$ cat src/rtl/trtt_pkg.sv
// ----------------------------------------------------------------------------
// trtt_pkg
// Types and constants for the tick driven repeat timer table.
// ----------------------------------------------------------------------------
package trtt_pkg;

  localparam int SLOT_COUNT_DEF = 8;
  localparam int RESULT_MAX     = 8;
  localparam int FIRE_CNT_W     = $clog2(RESULT_MAX + 1);
  localparam int OP_W           = 3;
  localparam int KEY_W          = 8;
  localparam int PERIOD_W       = 16;
  localparam int REPEAT_W       = 8;
  localparam int COUNTER_W      = 17;
  localparam int IDX_OUT_W      = 3;

  localparam logic [COUNTER_W-1:0] COUNTER_ONE = COUNTER_W'(1);

  typedef enum logic [OP_W-1:0] {
    OP_TICK   = 3'd0,
    OP_SETUP  = 3'd1,
    OP_START  = 3'd2,
    OP_STOP   = 3'd3,
    OP_DELETE = 3'd4
  } op_e;

  typedef struct packed {
    logic [OP_W-1:0]     operation;
    logic [KEY_W-1:0]    owner_key;
    logic [PERIOD_W-1:0] period_ticks;
    logic [REPEAT_W-1:0] repeat_count;
  } cmd_t;

  typedef struct packed {
    logic                 fired;
    logic [KEY_W-1:0]     fired_key;
    logic [IDX_OUT_W-1:0] slot_index;
    logic                 status;
    logic                 last;
  } result_t;

  typedef struct packed {
    logic [KEY_W-1:0]     owner;
    logic [COUNTER_W-1:0] counter;
    logic [PERIOD_W-1:0]  period;
    logic [REPEAT_W-1:0]  repeats_left;
  } slot_t;

  typedef struct packed {
    logic hit;
    logic fire;
  } upd_flags_t;

  localparam slot_t SLOT_RESET = '{
    owner:        '0,
    counter:      COUNTER_ONE,
    period:       '0,
    repeats_left: '0
  };

endpackage

$ cat src/rtl/tick_driven_repeat_timer_table_core.sv
// ----------------------------------------------------------------------------
// tick_driven_repeat_timer_table_core
// Multi-channel periodic timer table with per-slot repeat counts.
// ----------------------------------------------------------------------------
// A command beat is taken when start is high and busy is low. A tick walks
// every slot through one memory read port and one write port, one slot per
// cycle, and holds busy through the walk and a closing state; setup, start,
// stop and delete walk until the first hit or the end of the table, holding
// busy meanwhile. An unknown operation is answered on the next
// cycle without raising busy. Results come out as one-cycle beats on result,
// marked by strobe; the receiver cannot stall them, so it must take every
// strobe. A tick gives one beat per fired slot in slot order (at most eight;
// later fires still update their slots) and none if nothing fires; the final
// beat of a command carries last. Every other command gives exactly one beat.
// No memory clearing pass is needed: per-entry written flags stand in for the
// reset contents.
// ----------------------------------------------------------------------------
module tick_driven_repeat_timer_table_core
  import trtt_pkg::*;
#(
  parameter int SLOT_COUNT = SLOT_COUNT_DEF
) (
  input  logic    clk,
  input  logic    rst,
  input  logic    start,
  input  cmd_t    cmd,
  output logic    busy,
  output logic    strobe,
  output result_t result
);

  localparam int IDX_W = (SLOT_COUNT > 1) ? $clog2(SLOT_COUNT) : 1;
  localparam int CNT_W = $clog2(SLOT_COUNT + 1);

  typedef enum logic [1:0] {
    ST_IDLE,
    ST_WALK,
    ST_FINISH
  } state_t;

  state_t                state;
  cmd_t                  cmd_q;
  logic [CNT_W-1:0]      rd_cnt;
  logic                  proc_vld;
  logic [IDX_W-1:0]      proc_idx;
  logic                  pend_vld;
  result_t               pend;
  logic [FIRE_CNT_W-1:0] fire_cnt;

  logic       accept;
  logic       issue;
  logic       is_tick;
  logic       last_slot;
  logic       fire_beat;
  logic       search_done;
  slot_t      rd_data;
  slot_t      entry_next;
  upd_flags_t flags;
  logic       wr_en;

  assign busy      = (state != ST_IDLE);
  assign accept    = start && !busy;
  assign issue     = (state == ST_WALK) && (rd_cnt != CNT_W'(SLOT_COUNT));
  assign is_tick   = (cmd_q.operation == OP_TICK);
  assign last_slot = (proc_idx == IDX_W'(SLOT_COUNT - 1));
  // A reportable fire, and the end of a search (hit or table exhausted).
  assign fire_beat   = is_tick && flags.fire && (fire_cnt < FIRE_CNT_W'(RESULT_MAX));
  assign search_done = !is_tick && (flags.hit || last_slot);
  // Write back every ticked slot, and a search slot only on its hit.
  assign wr_en     = (state == ST_WALK) && proc_vld && (is_tick || flags.hit);

  trtt_slot_ram #(
    .SLOT_COUNT (SLOT_COUNT),
    .IDX_W      (IDX_W)
  ) u_ram (
    .clk     (clk),
    .rst     (rst),
    .rd_en   (issue),
    .rd_addr (rd_cnt[IDX_W-1:0]),
    .rd_data (rd_data),
    .wr_en   (wr_en),
    .wr_addr (proc_idx),
    .wr_data (entry_next)
  );

  trtt_slot_update u_upd (
    .operation    (cmd_q.operation),
    .owner_key    (cmd_q.owner_key),
    .period_ticks (cmd_q.period_ticks),
    .repeat_count (cmd_q.repeat_count),
    .entry        (rd_data),
    .entry_next   (entry_next),
    .flags        (flags)
  );

  // Payload holds: command copy and result beat.
  always_ff @(posedge clk) begin
    if (rst) begin
      state    <= ST_IDLE;
      rd_cnt   <= '0;
      proc_vld <= 1'b0;
      proc_idx <= '0;
      pend_vld <= 1'b0;
      fire_cnt <= '0;
      strobe   <= 1'b0;
    end else begin
      case (state)
        ST_IDLE: begin
          // Unknown operation: answer at once, no table access.
          strobe <= accept && (cmd.operation > OP_DELETE);
          if (accept) begin
            cmd_q    <= cmd;
            rd_cnt   <= '0;
            proc_vld <= 1'b0;
            pend_vld <= 1'b0;
            fire_cnt <= '0;
            if (cmd.operation > OP_DELETE) begin
              result.fired      <= 1'b0;
              result.fired_key  <= cmd.owner_key;
              result.slot_index <= '0;
              result.status     <= 1'b1;
              result.last       <= 1'b1;
            end else begin
              state <= ST_WALK;
            end
          end
        end
        ST_WALK: begin
          // Advance the read pointer; read data for proc_idx arrives together with proc_idx.
          proc_vld <= issue;
          proc_idx <= rd_cnt[IDX_W-1:0];
          strobe   <= proc_vld && ((fire_beat && pend_vld) || search_done);
          if (issue) begin
            rd_cnt <= rd_cnt + CNT_W'(1);
          end
          if (proc_vld) begin
            if (is_tick) begin
              if (fire_beat) begin
                // Hold each fire until the next one shows it is not last.
                if (pend_vld) begin
                  result <= pend;
                end
                pend_vld        <= 1'b1;
                pend.fired      <= 1'b1;
                pend.fired_key  <= rd_data.owner;
                pend.slot_index <= IDX_OUT_W'(proc_idx);
                pend.status     <= 1'b0;
                pend.last       <= 1'b0;
                fire_cnt        <= fire_cnt + FIRE_CNT_W'(1);
              end
              if (last_slot) begin
                state <= ST_FINISH;
              end
            end else if (search_done) begin
              result.fired      <= 1'b0;
              result.fired_key  <= cmd_q.owner_key;
              result.slot_index <= flags.hit ? IDX_OUT_W'(proc_idx) : '0;
              result.status     <= !flags.hit;
              result.last       <= 1'b1;
              state             <= ST_IDLE;
            end
          end
        end
        ST_FINISH: begin
          // Drop the held fire out as the closing beat.
          strobe <= pend_vld;
          if (pend_vld) begin
            result.fired      <= pend.fired;
            result.fired_key  <= pend.fired_key;
            result.slot_index <= pend.slot_index;
            result.status     <= pend.status;
            result.last       <= 1'b1;
          end
          pend_vld <= 1'b0;
          state    <= ST_IDLE;
        end
        default: begin
          strobe <= 1'b0;
          state  <= ST_IDLE;
        end
      endcase
    end
  end

endmodule

$ cat src/rtl/trtt_slot_ram.sv
// ----------------------------------------------------------------------------
// trtt_slot_ram
// Slot memory, one read and one write port, registered read data.
// ----------------------------------------------------------------------------
module trtt_slot_ram
  import trtt_pkg::*;
#(
  parameter int SLOT_COUNT = SLOT_COUNT_DEF,
  parameter int IDX_W      = (SLOT_COUNT > 1) ? $clog2(SLOT_COUNT) : 1
) (
  input  logic             clk,
  input  logic             rst,
  input  logic             rd_en,
  input  logic [IDX_W-1:0] rd_addr,
  output slot_t            rd_data,
  input  logic             wr_en,
  input  logic [IDX_W-1:0] wr_addr,
  input  slot_t            wr_data
);

  slot_t                 mem [SLOT_COUNT];
  logic [SLOT_COUNT-1:0] written;
  slot_t                 rd_q;
  logic                  rd_written;

  always_ff @(posedge clk) begin
    if (wr_en) begin
      mem[wr_addr] <= wr_data;
    end
    if (rd_en) begin
      rd_q <= mem[rd_addr];
    end
  end

  // Entries never written read as their reset contents.
  always_ff @(posedge clk) begin
    if (rst) begin
      written    <= '0;
      rd_written <= 1'b0;
    end else begin
      if (wr_en) begin
        written[wr_addr] <= 1'b1;
      end
      if (rd_en) begin
        rd_written <= written[rd_addr];
      end
    end
  end

  assign rd_data = rd_written ? rd_q : SLOT_RESET;

endmodule

$ cat src/rtl/trtt_slot_update.sv
// ----------------------------------------------------------------------------
// trtt_slot_update
// Per-slot update: tick advance and fire, or search match and rewrite.
// ----------------------------------------------------------------------------
module trtt_slot_update
  import trtt_pkg::*;
(
  input  logic [OP_W-1:0]     operation,
  input  logic [KEY_W-1:0]    owner_key,
  input  logic [PERIOD_W-1:0] period_ticks,
  input  logic [REPEAT_W-1:0] repeat_count,
  input  slot_t               entry,
  output slot_t               entry_next,
  output upd_flags_t          flags
);

  logic [COUNTER_W-1:0] per_ext;
  logic [COUNTER_W-1:0] cnt_adv;
  logic                 owner_empty;
  logic                 owner_match;

  assign per_ext     = COUNTER_W'(entry.period);
  assign cnt_adv     = (entry.counter <= per_ext) ? entry.counter + COUNTER_ONE
                                                  : entry.counter;
  assign owner_empty = (entry.owner == '0);
  assign owner_match = (entry.owner == owner_key);

  always_comb begin
    entry_next = entry;
    flags      = '0;
    case (operation)
      OP_TICK: begin
        if (entry.period != '0) begin
          entry_next.counter = cnt_adv;
          if (cnt_adv > per_ext) begin
            flags.fire         = 1'b1;
            entry_next.counter = COUNTER_ONE;
            if (entry.repeats_left != '0) begin
              entry_next.repeats_left = entry.repeats_left - REPEAT_W'(1);
              if (entry.repeats_left == REPEAT_W'(1)) begin
                entry_next.period = '0;
              end
            end
          end
        end
      end
      OP_SETUP, OP_START: begin
        flags.hit = (operation == OP_SETUP) ? owner_empty : (owner_match || owner_empty);
        entry_next.owner        = owner_key;
        entry_next.period       = period_ticks;
        entry_next.repeats_left = repeat_count;
      end
      OP_STOP, OP_DELETE: begin
        flags.hit               = owner_match;
        entry_next.counter      = COUNTER_ONE;
        entry_next.period       = '0;
        entry_next.repeats_left = '0;
        if (operation == OP_DELETE) begin
          entry_next.owner = '0;
        end
      end
      default: begin
        entry_next = entry;
      end
    endcase
  end

endmodule

$ cat config.mk
export PLATFORM = sky130hd
export DESIGN_NAME = tick_driven_repeat_timer_table_core
export DESIGN_NICKNAME = d
export VERILOG_FILES = /design/src/rtl/trtt_pkg.sv /design/src/rtl/tick_driven_repeat_timer_table_core.sv /design/src/rtl/trtt_slot_ram.sv /design/src/rtl/trtt_slot_update.sv
export SDC_FILE = /design/constraint.sdc
export NUM_CORES = 1
export LEC_CHECK = 0
export BUFFER_PORTS_ARGS = -buffer_cell sky130_fd_sc_hd__buf_2
export CORE_UTILIZATION = 35
export DETAILED_ROUTE_END_ITERATION = 16
export PLACE_DENSITY = 0.47
export SYNTH_ARGS = -nofsm -noshare
export SYNTH_HDL_FRONTEND = slang
export SYNTH_HIERARCHICAL = 1
export SYNTH_SLANG_ARGS = --single-unit
export TNS_END_PERCENT = 50
$ cat constraint.sdc
create_clock -name clk -period 11.05 [get_ports clk]
set_input_delay 2.21 -clock clk [delete_from_list [all_inputs] [get_ports clk]]
set_output_delay 2.21 -clock clk [all_outputs]
set_load 0.05 [all_outputs]
* Word level (Yosys, flattened, before mapping)
Memories as Yosys holds them, arrays and structs flattened. A register that Yosys moved wholly into a read port is not among the register bits. Cells that the tools add are included.
Cells by class: $add $sub $neg 4, bitwise operators 2, $lt $le $gt $ge 7, reduce and logical (&&, ||, !) cells 36, eq/ne operators 22, muxes and demuxes 52
Operator list (count):
- $mux 14 | 8
- $mux 41 | 2
- $pmux 24 s3 | 1
- $mux 49 | 1
- $pmux 14 s3 | 1
- $pmux 17 s2 | 1
- $mux 24 | 1
- $mux 4 | 5
- $reduce_and 5->1 | 4
- $add 17x1->17 const B | 1
- $gt 17x16->1 | 1
- $le 17x16->1 | 1
- $mux 17 | 1
- $mux 16 | 1
- $ne 2x2->1 const B | 8
- $pmux 4 s2 | 2
- $pmux 8 s2 | 1
- $reduce_bool 16->1 | 1
- $mux 1 | 12
- $mux 2 | 6
- $ne 3x3->1 const B | 4
- $logic_and 1x1->1 | 11
- $reduce_and 9->1 | 1
- $add 4x1->4 const B | 2
- 33 further kinds | 46
Word-level totals: bits in registers 85, bits of input ports 38, memories kept 1, bits in writable memories 392
Memory list:
- u_ram.mem | words 8, width 49, rd ports 1, clocked after memory_dff 1, write ports 1, RTL line trtt_slot_ram.sv:21 | slot_t mem [SLOT_COUNT];

* Longest topological paths before layout
Gate-level depths: netlist of run 1.
depth after elaboration 13, gate-level depth with buffers 24, depth with buffers taken out 21

* Modules after synthesis
Netlist of run 1, hierarchy kept.
Modules (own cells, without submodules):
- trtt_slot_ram | times used 1, cells an instance 711, area each 17107.7 µm²
- tick_driven_repeat_timer_table_core | times used 1, cells an instance 216, area each 3015.4 µm²
- trtt_slot_update | times used 1, cells an instance 352, area each 2423.6 µm²

* Worst setup path after synthesis of run 1
Ideal clock, no wire load.
kind reg-to-reg, start point register u_ram.rd_written, end point memory u_ram/mem[0][0] (netlist bit), enable pin, buffers on the path 1, required time 10.452 ns, stages on the path, launching flop included 11, arrival time 7.089 ns, setup slack 3.363 ns, period minus slack after synthesis 7.687 ns, cell sequence dfxtp_1 clkbuf_1 and2_1 nor4_1 nand2_1 o21ai_0 o22ai_1 o21ai_0 nor2_1 nor2_1 nor4b_1
RTL lines:
- start: declaration | RTL line trtt_slot_ram.sv:24 | logic rd_written;
- start signal: assignment | RTL line trtt_slot_ram.sv:45 | rd_written <= written[rd_addr];
- end: declaration | RTL line trtt_slot_ram.sv:21

==> results of run 1 <==
==> through the flow <==
step	instance area [sq um]	power [mW]	std cells
after global placement	23700	3.38	2139
after floorplan	22500	3.12	1279
final	25500	5.15	2242
after detailed placement	23700	3.39	2139
after CTS	25500	5.21	2242
after global routing	25500	5.38	2242
==> flip-flops by register name (all words and copies together) (netlist names) <==
| register | flops |
|---|---|
| cmd_q | 35 |
| fire_cnt | 4 |
| pend | 11 |
| pend_vld | 1 |
| proc_idx | 3 |
| proc_vld | 1 |
| rd_cnt | 4 |
| result | 14 |
| state | 2 |
| strobe | 1 |
| u_ram/mem | 392 |
| u_ram/rd_q | 49 |
| u_ram/rd_written | 1 |
| u_ram/written | 8 |
==> critical path: stages (launching register included) <==
cell and delay, ps:
sky130_fd_sc_hd__dfxtp_2 310, sky130_fd_sc_hd__buf_4 440, sky130_fd_sc_hd__and2_1 270, sky130_fd_sc_hd__inv_1 80
sky130_fd_sc_hd__ha_1 310, sky130_fd_sc_hd__nand3_1 170, sky130_fd_sc_hd__nor3_1 90, sky130_fd_sc_hd__a211oi_1 320
sky130_fd_sc_hd__a32oi_1 150, sky130_fd_sc_hd__buf_4 210, sky130_fd_sc_hd__nor3b_4 390, sky130_fd_sc_hd__nor4b_2 410
sky130_fd_sc_hd__xor2_1 130, sky130_fd_sc_hd__ha_1 300, sky130_fd_sc_hd__nand2_1 80, sky130_fd_sc_hd__nor4_1 370
sky130_fd_sc_hd__a21boi_0 320, sky130_fd_sc_hd__o32ai_2 160, sky130_fd_sc_hd__o21ai_1 100, sky130_fd_sc_hd__buf_4 250
sky130_fd_sc_hd__and3_1 280, sky130_fd_sc_hd__nor3b_2 290, sky130_fd_sc_hd__inv_1 90, sky130_fd_sc_hd__a31oi_1 180
sky130_fd_sc_hd__buf_4 250
==> synth_stat cells, drive strengths merged, types with 8 or more instances <==
library cell	instances	area, sq um
a21o	8	60.1
a21oi	25	125
a22o	24	210
a31oi	8	50.1
a32oi	10	87.6
and2	54	340
and3	10	67.6
buf	29	289
clkbuf	33	124
dfxtp	25	500
edfxtp	501	15000
ha	42	526
inv	40	150
mux2	52	586
mux2i	9	90.1
mux4	99	2350
nand2	48	180
nand3	14	75.1
nand4	17	106
nor2	48	180
nor3	12	71.3
nor4	11	75.1
o21ai	38	190
o221a	8	90.1
xnor2	18	158
xor2	8	70.1
==> power by group through the flow <==
| stage | combinational, mW | clock, mW | sequential [mW] |
|---|---|---|---|
| floorplan | 0.720 | 0 | 2.40 |
| global placement | 0.977 | 0 | 2.41 |
| detailed placement | 0.981 | 0 | 2.40 |
| CTS | 0.985 | 1.86 | 2.36 |
| global route | 1.07 | 1.94 | 2.37 |
| finish | 0.982 | 1.81 | 2.36 |
==> logic make-up (layout without fill, tap and decap cells) <==
group,count (synthesis),count (layout)
flops,526,526
simple gates,254,254
compound gates,169,169
mux,160,160
buf+inv,102,219
fa+ha+maj,42,42
xor+xnor,26,26
==> metal layers <==
metal / global-route usage (%) / up-vias
met1: 22.3 / 6081
li1: - / 5329
met3: 2.43 / 66
met2: 25.3 / 206
met5: 0 / -
met4: 3.58 / 0
==> worst max path at each step <==
stage                                             start                    endpoint  slack (ps)  cells after the start
after floorplan           u_ram/rd_written$_SDFFE_PP0P_   u_ram/mem[0][0]$_DFFE_PP_        3360                     10
after global placement    u_ram/rd_written$_SDFFE_PP0P_  u_ram/mem[6][11]$_DFFE_PP_        4940                     21
after detailed placement  u_ram/rd_written$_SDFFE_PP0P_        result[12]$_DFFE_PP_        4800                     24
after CTS                 u_ram/rd_written$_SDFFE_PP0P_         result[9]$_DFFE_PP_        4770                     24
after global routing      u_ram/rd_written$_SDFFE_PP0P_   u_ram/mem[0][3]$_DFFE_PP_        4340                     21
final                     u_ram/rd_written$_SDFFE_PP0P_         result[9]$_DFFE_PP_        4750                     24
==> area by class of cell <==
type | instances | area share (%)
Clock buffer | 63 | 5.69
Clock inverter | 40 | 1.23
Inverter | 40 | 0.589
Multi-Input combinational cell | 651 | 25.6
Sequential cell | 526 | 61.1
Tap cell | 846 | 4.16
Timing Repair Buffer | 76 | 1.72
==> metrics.md, run 1 <==
| Metric | Value |
|---|---|
| Antenna diode instance count | 0 |
| Startpoint of the most critical hold path | u_ram/written[2]$_SDFFE_PP0P_ |
| Worst Setup Start Kind | flop |
| Routed wire length per instance | 22.9 microns |
| Chip Height | 256 microns |
| Floorplan Core Area | between 0.06 and 0.07 sq mm |
| Clock network fraction of design power | 35.1% |
| Critical register-to-register path startpoint | u_ram/rd_written$_SDFFE_PP0P_ |
| I/O Pins | 54 |
| Number of buffers on the longest clock path | 3 |
| Vias in the first global route | 12.0k |
| Area of the die | 0.0654 sq mm |
| Number of filler cells placed in the layout | just under 6k |
| Final setup fails | 0 |
| Average size of a mapped cell | ~18 sq um |
| Capturing point of the worst reg2reg path | result[9]$_DFFE_PP_ |
| F_max | between 150 and 200 MHz |
| CTS root buffer | sky130_fd_sc_hd__clkbuf_16 |
| Gate Count Post-Synth | 1,279 |
| Fin. max-slew vios | 0 |
| Count of state elements after synthesis | 526 |
| Share of synthesized cell area in full adder, half adder and majority cells | under 10% |
| Worst reg2reg setup slack | 4750 ps |
| Worst hold margin | ~480 ps |
| Site Rows | just over 90 |
| Number of nets produced by synthesis | 1,359 |
| Share of flip-flops with an asynchronous set or reset after synthesis | 0% |
| Residual antenna-violating net count after detailed routing | 0 |
| Drt drc | 0 |
| Initial standard-cell utilization of the core | 35.6% |
| Lkg Pwr | 8.28 nW |
| Sequential Area | 0.0156 sq mm |
| Post-layout minimum cycle time | 6300 ps |
| Top layer in use | met4 |
| Share of final-layout standard cells stronger than drive strength 1 | 22.6% |
| Parity-gate share of the synthesized area counting xor and xnor cells | under 10% |
| R2r worst-path depth | 24 |
| Clock skew after layout | roughly 25 ps |
| GRT Total Usage | 15.7% |
| Hold path cells | 2 |
| Synthesis warning total | 6 |
| Multi-input gate area | ~0.0065 sq mm |
| Power density normalized to cell area | 202 mW/mm^2 |
| Post-DP HPWL | 28,300 microns |
| Clock slew at reported path FFs | 60 ps |
| Clock latency on the worst-skew pair | 620 ps |
| Placement-stage worst setup slack | 4800 ps |
| Setup repair after global routing missed its margin | false |
| Input/output buffers | 53 |
| Internal power summed over all cells | 3.71 mW |
| GR Overflow Total | 0 |
| Sum Neg Setup Slack | 0 ps |
| Maximum vdd ir drop | 0.118 mV |
| Number of optimization iterations in the first detailed-route pass | 5 |
| Number of different library cells in the post-synthesis netlist | 79 |
| Worst min path class | reg2reg |
| Period utilization | 57.0% |
| Max-cap violations | 0 |
| Number of levels the H-tree was split into | 2 |
| Synth-to-Final Area Change | 13.0% |
| Category of the worst setup path capture point | flop |
| Initial DRC count | 792 |
| Number of hold-repair buffers added at the cts stage | 0 |
| Vias | 11.7k |
| Fin util | between 40% and 50% |
| Final Hold Fails | 0 |
| Arrival time at the worst endpoint | 6600 ps |
| Net Sw Frac | around 28% |
| Slew at the pin closest to its max-slew limit | roughly 1100 ps |
| Smallest setup slack after layout | 4750 ps |
| Tightest slew margin relative to the limit | between 20% and 30% |
| Required time at the worst-slack endpoint | about 11,000 ps |
| CTS tree | yes |
| Share of synthesized area spent on multiplexers | 13.4% |
| Most used DFF post-synth | sky130_fd_sc_hd__edfxtp_1 |
| Top library cells by usage in the layout, fill and taps aside | sky130_fd_sc_hd__edfxtp_1, sky130_fd_sc_hd__mux4_2, sky130_fd_sc_hd__clkbuf_16 |
| Run status | complete, no violations |
| Combined area of all synthesized cells | approximately 0.023 sq mm |
| TritonCTS Buffers | 57 |
| Simple-gate area share of the yosys netlist | 6.31% |
| Routed length on met3 | 1940 microns |
| Sequential share of power | 45.9% |
| Synthesized-area fraction occupied by ao, oa, aoi and oai cells | 5.47% |
| Sequential-to-total area share from yosys stat | 68.9% |
| Count of nets after finishing | 1,432 |
| Post CTS Setup Buffer Count | 0 |
| Final weighted congestion in routability-driven placement | 0.806 |
| EDFF count, synth | 501 |
| Number of clock sinks | around 530 |
| Total met2 wirelength after detailed routing | approximately 25,000 microns |
| Switching Power | 1.44 mW |
| Logic pwr share | 19.1% |
| Floorplan die width | 256 microns |
| Total wirelength of the detailed-routed design | between 50,000 and 60,000 microns |
| Met1 WL | roughly 24,000 microns |
| Number of antenna violations at the first check in global routing | 1 |
| Hold Path End | u_ram/written[2]$_SDFFE_PP0P_ |
| Largest net degree at the start of global routing | 66 |
| Number of gates resized after cts | 0 |
| Number of vias per cell after detailed routing | 5.21 |
| Main combinational cell family by area after synthesis | multiplexers |
| Classification of the worst setup path | reg2reg |
| Global-route wire length before repair | 77,800 microns |
| Largest fanout on the critical path | 50 |
| Most common cell after layout, fill and taps aside | sky130_fd_sc_hd__edfxtp_1 |
(Power assumes the default switching activity.)
==> run 2: changes to the inputs <==
- clock period: 11.05 -> 6 ns (I/O delays scaled with it)
==> metrics.md, run 2 (synthesis results as in run 1) <==
| Metric | Value |
|---|---|
| Largest fanout on the critical path | 15 |
| Area of the die | 0.0654 sq mm |
| Routed wire length per instance | 23.2 microns |
| Site Rows | 92 |
| Power density normalized to cell area | 375 mW/mm^2 |
| Input/output buffers | 53 |
| CTS tree | yes |
| Period utilization | 94.3% |
| Drt drc | 0 |
| Share of final-layout standard cells stronger than drive strength 1 | 24.8% |
| Initial standard-cell utilization of the core | around 36% |
| Vias | roughly 12k |
| Category of the worst setup path capture point | flop |
| Final weighted congestion in routability-driven placement | 0.853 |
| Initial DRC count | between 800 and 900 |
| Synth-to-Final Area Change | 14.4% |
| CTS root buffer | sky130_fd_sc_hd__clkbuf_16 |
| F_max | 177 MHz |
| Post-layout minimum cycle time | 5660 ps |
| Count of nets after finishing | between 1k and 1.5k |
| Number of levels the H-tree was split into | 2 |
| Critical register-to-register path startpoint | u_ram/rd_written$_SDFFE_PP0P_ |
| Number of antenna violations at the first check in global routing | 1 |
| Number of optimization iterations in the first detailed-route pass | 5 |
| Antenna diode instance count | 0 |
| Top library cells by usage in the layout, fill and taps aside | sky130_fd_sc_hd__edfxtp_1, sky130_fd_sc_hd__mux4_2, sky130_fd_sc_hd__clkbuf_16 |
| Fin util | just over 40% |
| Number of hold-repair buffers added at the cts stage | 0 |
| Non-Filler Cell Area, Final | 0.0258 sq mm |
| Largest registers | u_ram/mem x392, u_ram/rd_q x49, cmd_q x35 |
| Max-cap violations | 0 |
| Number of clock sinks | 526 |
| Lkg Pwr | approximately 8.5 nW |
| Clock latency on the worst-skew pair | approximately 610 ps |
| GR Overflow Total | 0 |
| GRT Total Usage | 16.1% |
| Chip Height | 256 microns |
| Post-DP HPWL | 30,200 microns |
| Biggest register | u_ram/mem |
| Worst Setup Start Kind | flop |
| Floorplan Core Area | around 0.063 sq mm |
| Largest net degree at the start of global routing | 55 |
| Residual antenna-violating net count after detailed routing | 0 |
| Floorplan die width | between 200 and 300 microns |
| Slew at the pin closest to its max-slew limit | 1090 ps |
| Arrival time at the worst endpoint | 6120 ps |
| Most common cell after layout, fill and taps aside | sky130_fd_sc_hd__edfxtp_1 |
| CP startpoint | u_ram/rd_written$_SDFFE_PP0P_ |
| Clock slew at reported path FFs | 60 ps |
| TritonCTS Buffers | 55 |
| Tightest slew margin relative to the limit | between 20% and 30% |
| I/O Pins | 54 |
| Maximum vdd ir drop | 0.205 mV |
| Startpoint of the most critical hold path | u_ram/written[6]$_SDFFE_PP0P_ |
| Classification of the worst setup path | reg2reg |
| Required time at the worst-slack endpoint | about 6500 ps |
| Final setup fails | 0 |
| Final Hold Fails | 0 |
| Worst min path class | reg2reg |
| Vias in the first global route | 12.1k |
| Post-placement cell area | roughly 0.024 sq mm |
| Number of buffers on the longest clock path | 3 |
| Fin. max-slew vios | 0 |
| Number of flip-flops under the largest register name | 392 |
| Total wirelength of the detailed-routed design | between 50,000 and 60,000 microns |
| Run status | complete, no violations |
| Number of vias per cell after detailed routing | around 5.3 |
| Clock skew after layout | 22.1 ps |
| Global-route wire length before repair | around 80,000 microns |
-- run 2: cell types whose count changed in the layout (fill, tap and decap cells not counted), moves of 3 or more --
cell / previous run / this run
sky130_fd_sc_hd__o21ai_1: 4 / 7
sky130_fd_sc_hd__clkinv_1: 18 / 10
sky130_fd_sc_hd__clkbuf_8: 0 / 3
sky130_fd_sc_hd__clkinv_2: 12 / 15
sky130_fd_sc_hd__bufinv_16: 4 / 8
sky130_fd_sc_hd__buf_4: 23 / 42
sky130_fd_sc_hd__o21ai_0: 34 / 31
-- run 2: final timing paths --
kind / cells after the start / slack, ps / to
max: 24 / 340 / u_ram/mem[2][30]$_DFFE_PP_
min: 2 / 470 / u_ram/written[6]$_SDFFE_PP0P_
max reg2reg: 24 / 340 / u_ram/mem[2][30]$_DFFE_PP_
min reg2reg: 2 / 470 / u_ram/written[6]$_SDFFE_PP0P_
-- run 2: per-layer routing --
layer | share of wire [%] | global-route usage [%] | wire length, microns
met4 | 1.8 | 3.79 | 947
met3 | 3.9 | 2.69 | 2070
met5 | 0 | 0 | 0
met2 | 48 | 25.9 | 25000
met1 | 47 | 22.7 | 24500
-- run 2: what timing repair did --
action,CTS,global route
resized for setup,5,11
setup endpoints to repair,185,292
gates cloned,0,0
pin swaps,0,1
buffers inserted,0,3
-- run 2: worst max-delay path: stages, from the launching register on --
cell	delay, ps
sky130_fd_sc_hd__dfxtp_4	470
sky130_fd_sc_hd__buf_6	210
sky130_fd_sc_hd__and2_1	210
sky130_fd_sc_hd__ha_1	260
sky130_fd_sc_hd__nand3_1	170
sky130_fd_sc_hd__nor3_1	80
sky130_fd_sc_hd__a211oi_1	320
sky130_fd_sc_hd__a32oi_1	150
sky130_fd_sc_hd__buf_4	210
sky130_fd_sc_hd__nor3b_4	340
sky130_fd_sc_hd__buf_4	180
sky130_fd_sc_hd__nand4_1	150
sky130_fd_sc_hd__xnor2_1	160
sky130_fd_sc_hd__ha_1	290
sky130_fd_sc_hd__a21oi_1	150
sky130_fd_sc_hd__o21ai_1	70
sky130_fd_sc_hd__a2111o_1	410
sky130_fd_sc_hd__o32ai_2	310
sky130_fd_sc_hd__o21ai_1	170
sky130_fd_sc_hd__buf_4	220
sky130_fd_sc_hd__nor3_4	190
sky130_fd_sc_hd__buf_4	180
sky130_fd_sc_hd__a21oi_1	60
sky130_fd_sc_hd__o21ai_1	300
sky130_fd_sc_hd__buf_4	220
-- run 2: per-stage QoR --
stage	total power [mW]	setup slack [ps]	cells	TNS [ps]	hold slack (ps)
after floorplan	5.75	-1230	1279	-127920	440
after global placement	6.27	-29.4	2158	-283	450
after detailed placement	6.27	-116	2158	-13100	458
after CTS	9.77	107	2258	0	474
after global routing	10.1	-15.9	2261	-114	498
final	9.68	341	2261	0	466
-- run 2: layout make-up --
| class | instances | area, sq um |
|---|---|---|
| clock inverters | 37 | 385 |
| repair buffers | 98 | 632 |
| well taps | 846 | 1060 |
| multi-input cells | 651 | 6580 |
| flip-flops and latches | 526 | 15600 |
| clock buffers | 63 | 1440 |
| fillers | 5793 | 37500 |
| inverters | 40 | 150 |
-- run 2: report_power, final --
part / internal [mW] / switching, mW / total, mW
Combinational: 0.689 / 1.18 / 1.86
Sequential: 4.28 / 0.0894 / 4.37
Clock: 2.05 / 1.40 / 3.45
Total: 7.02 / 2.66 / 9.68
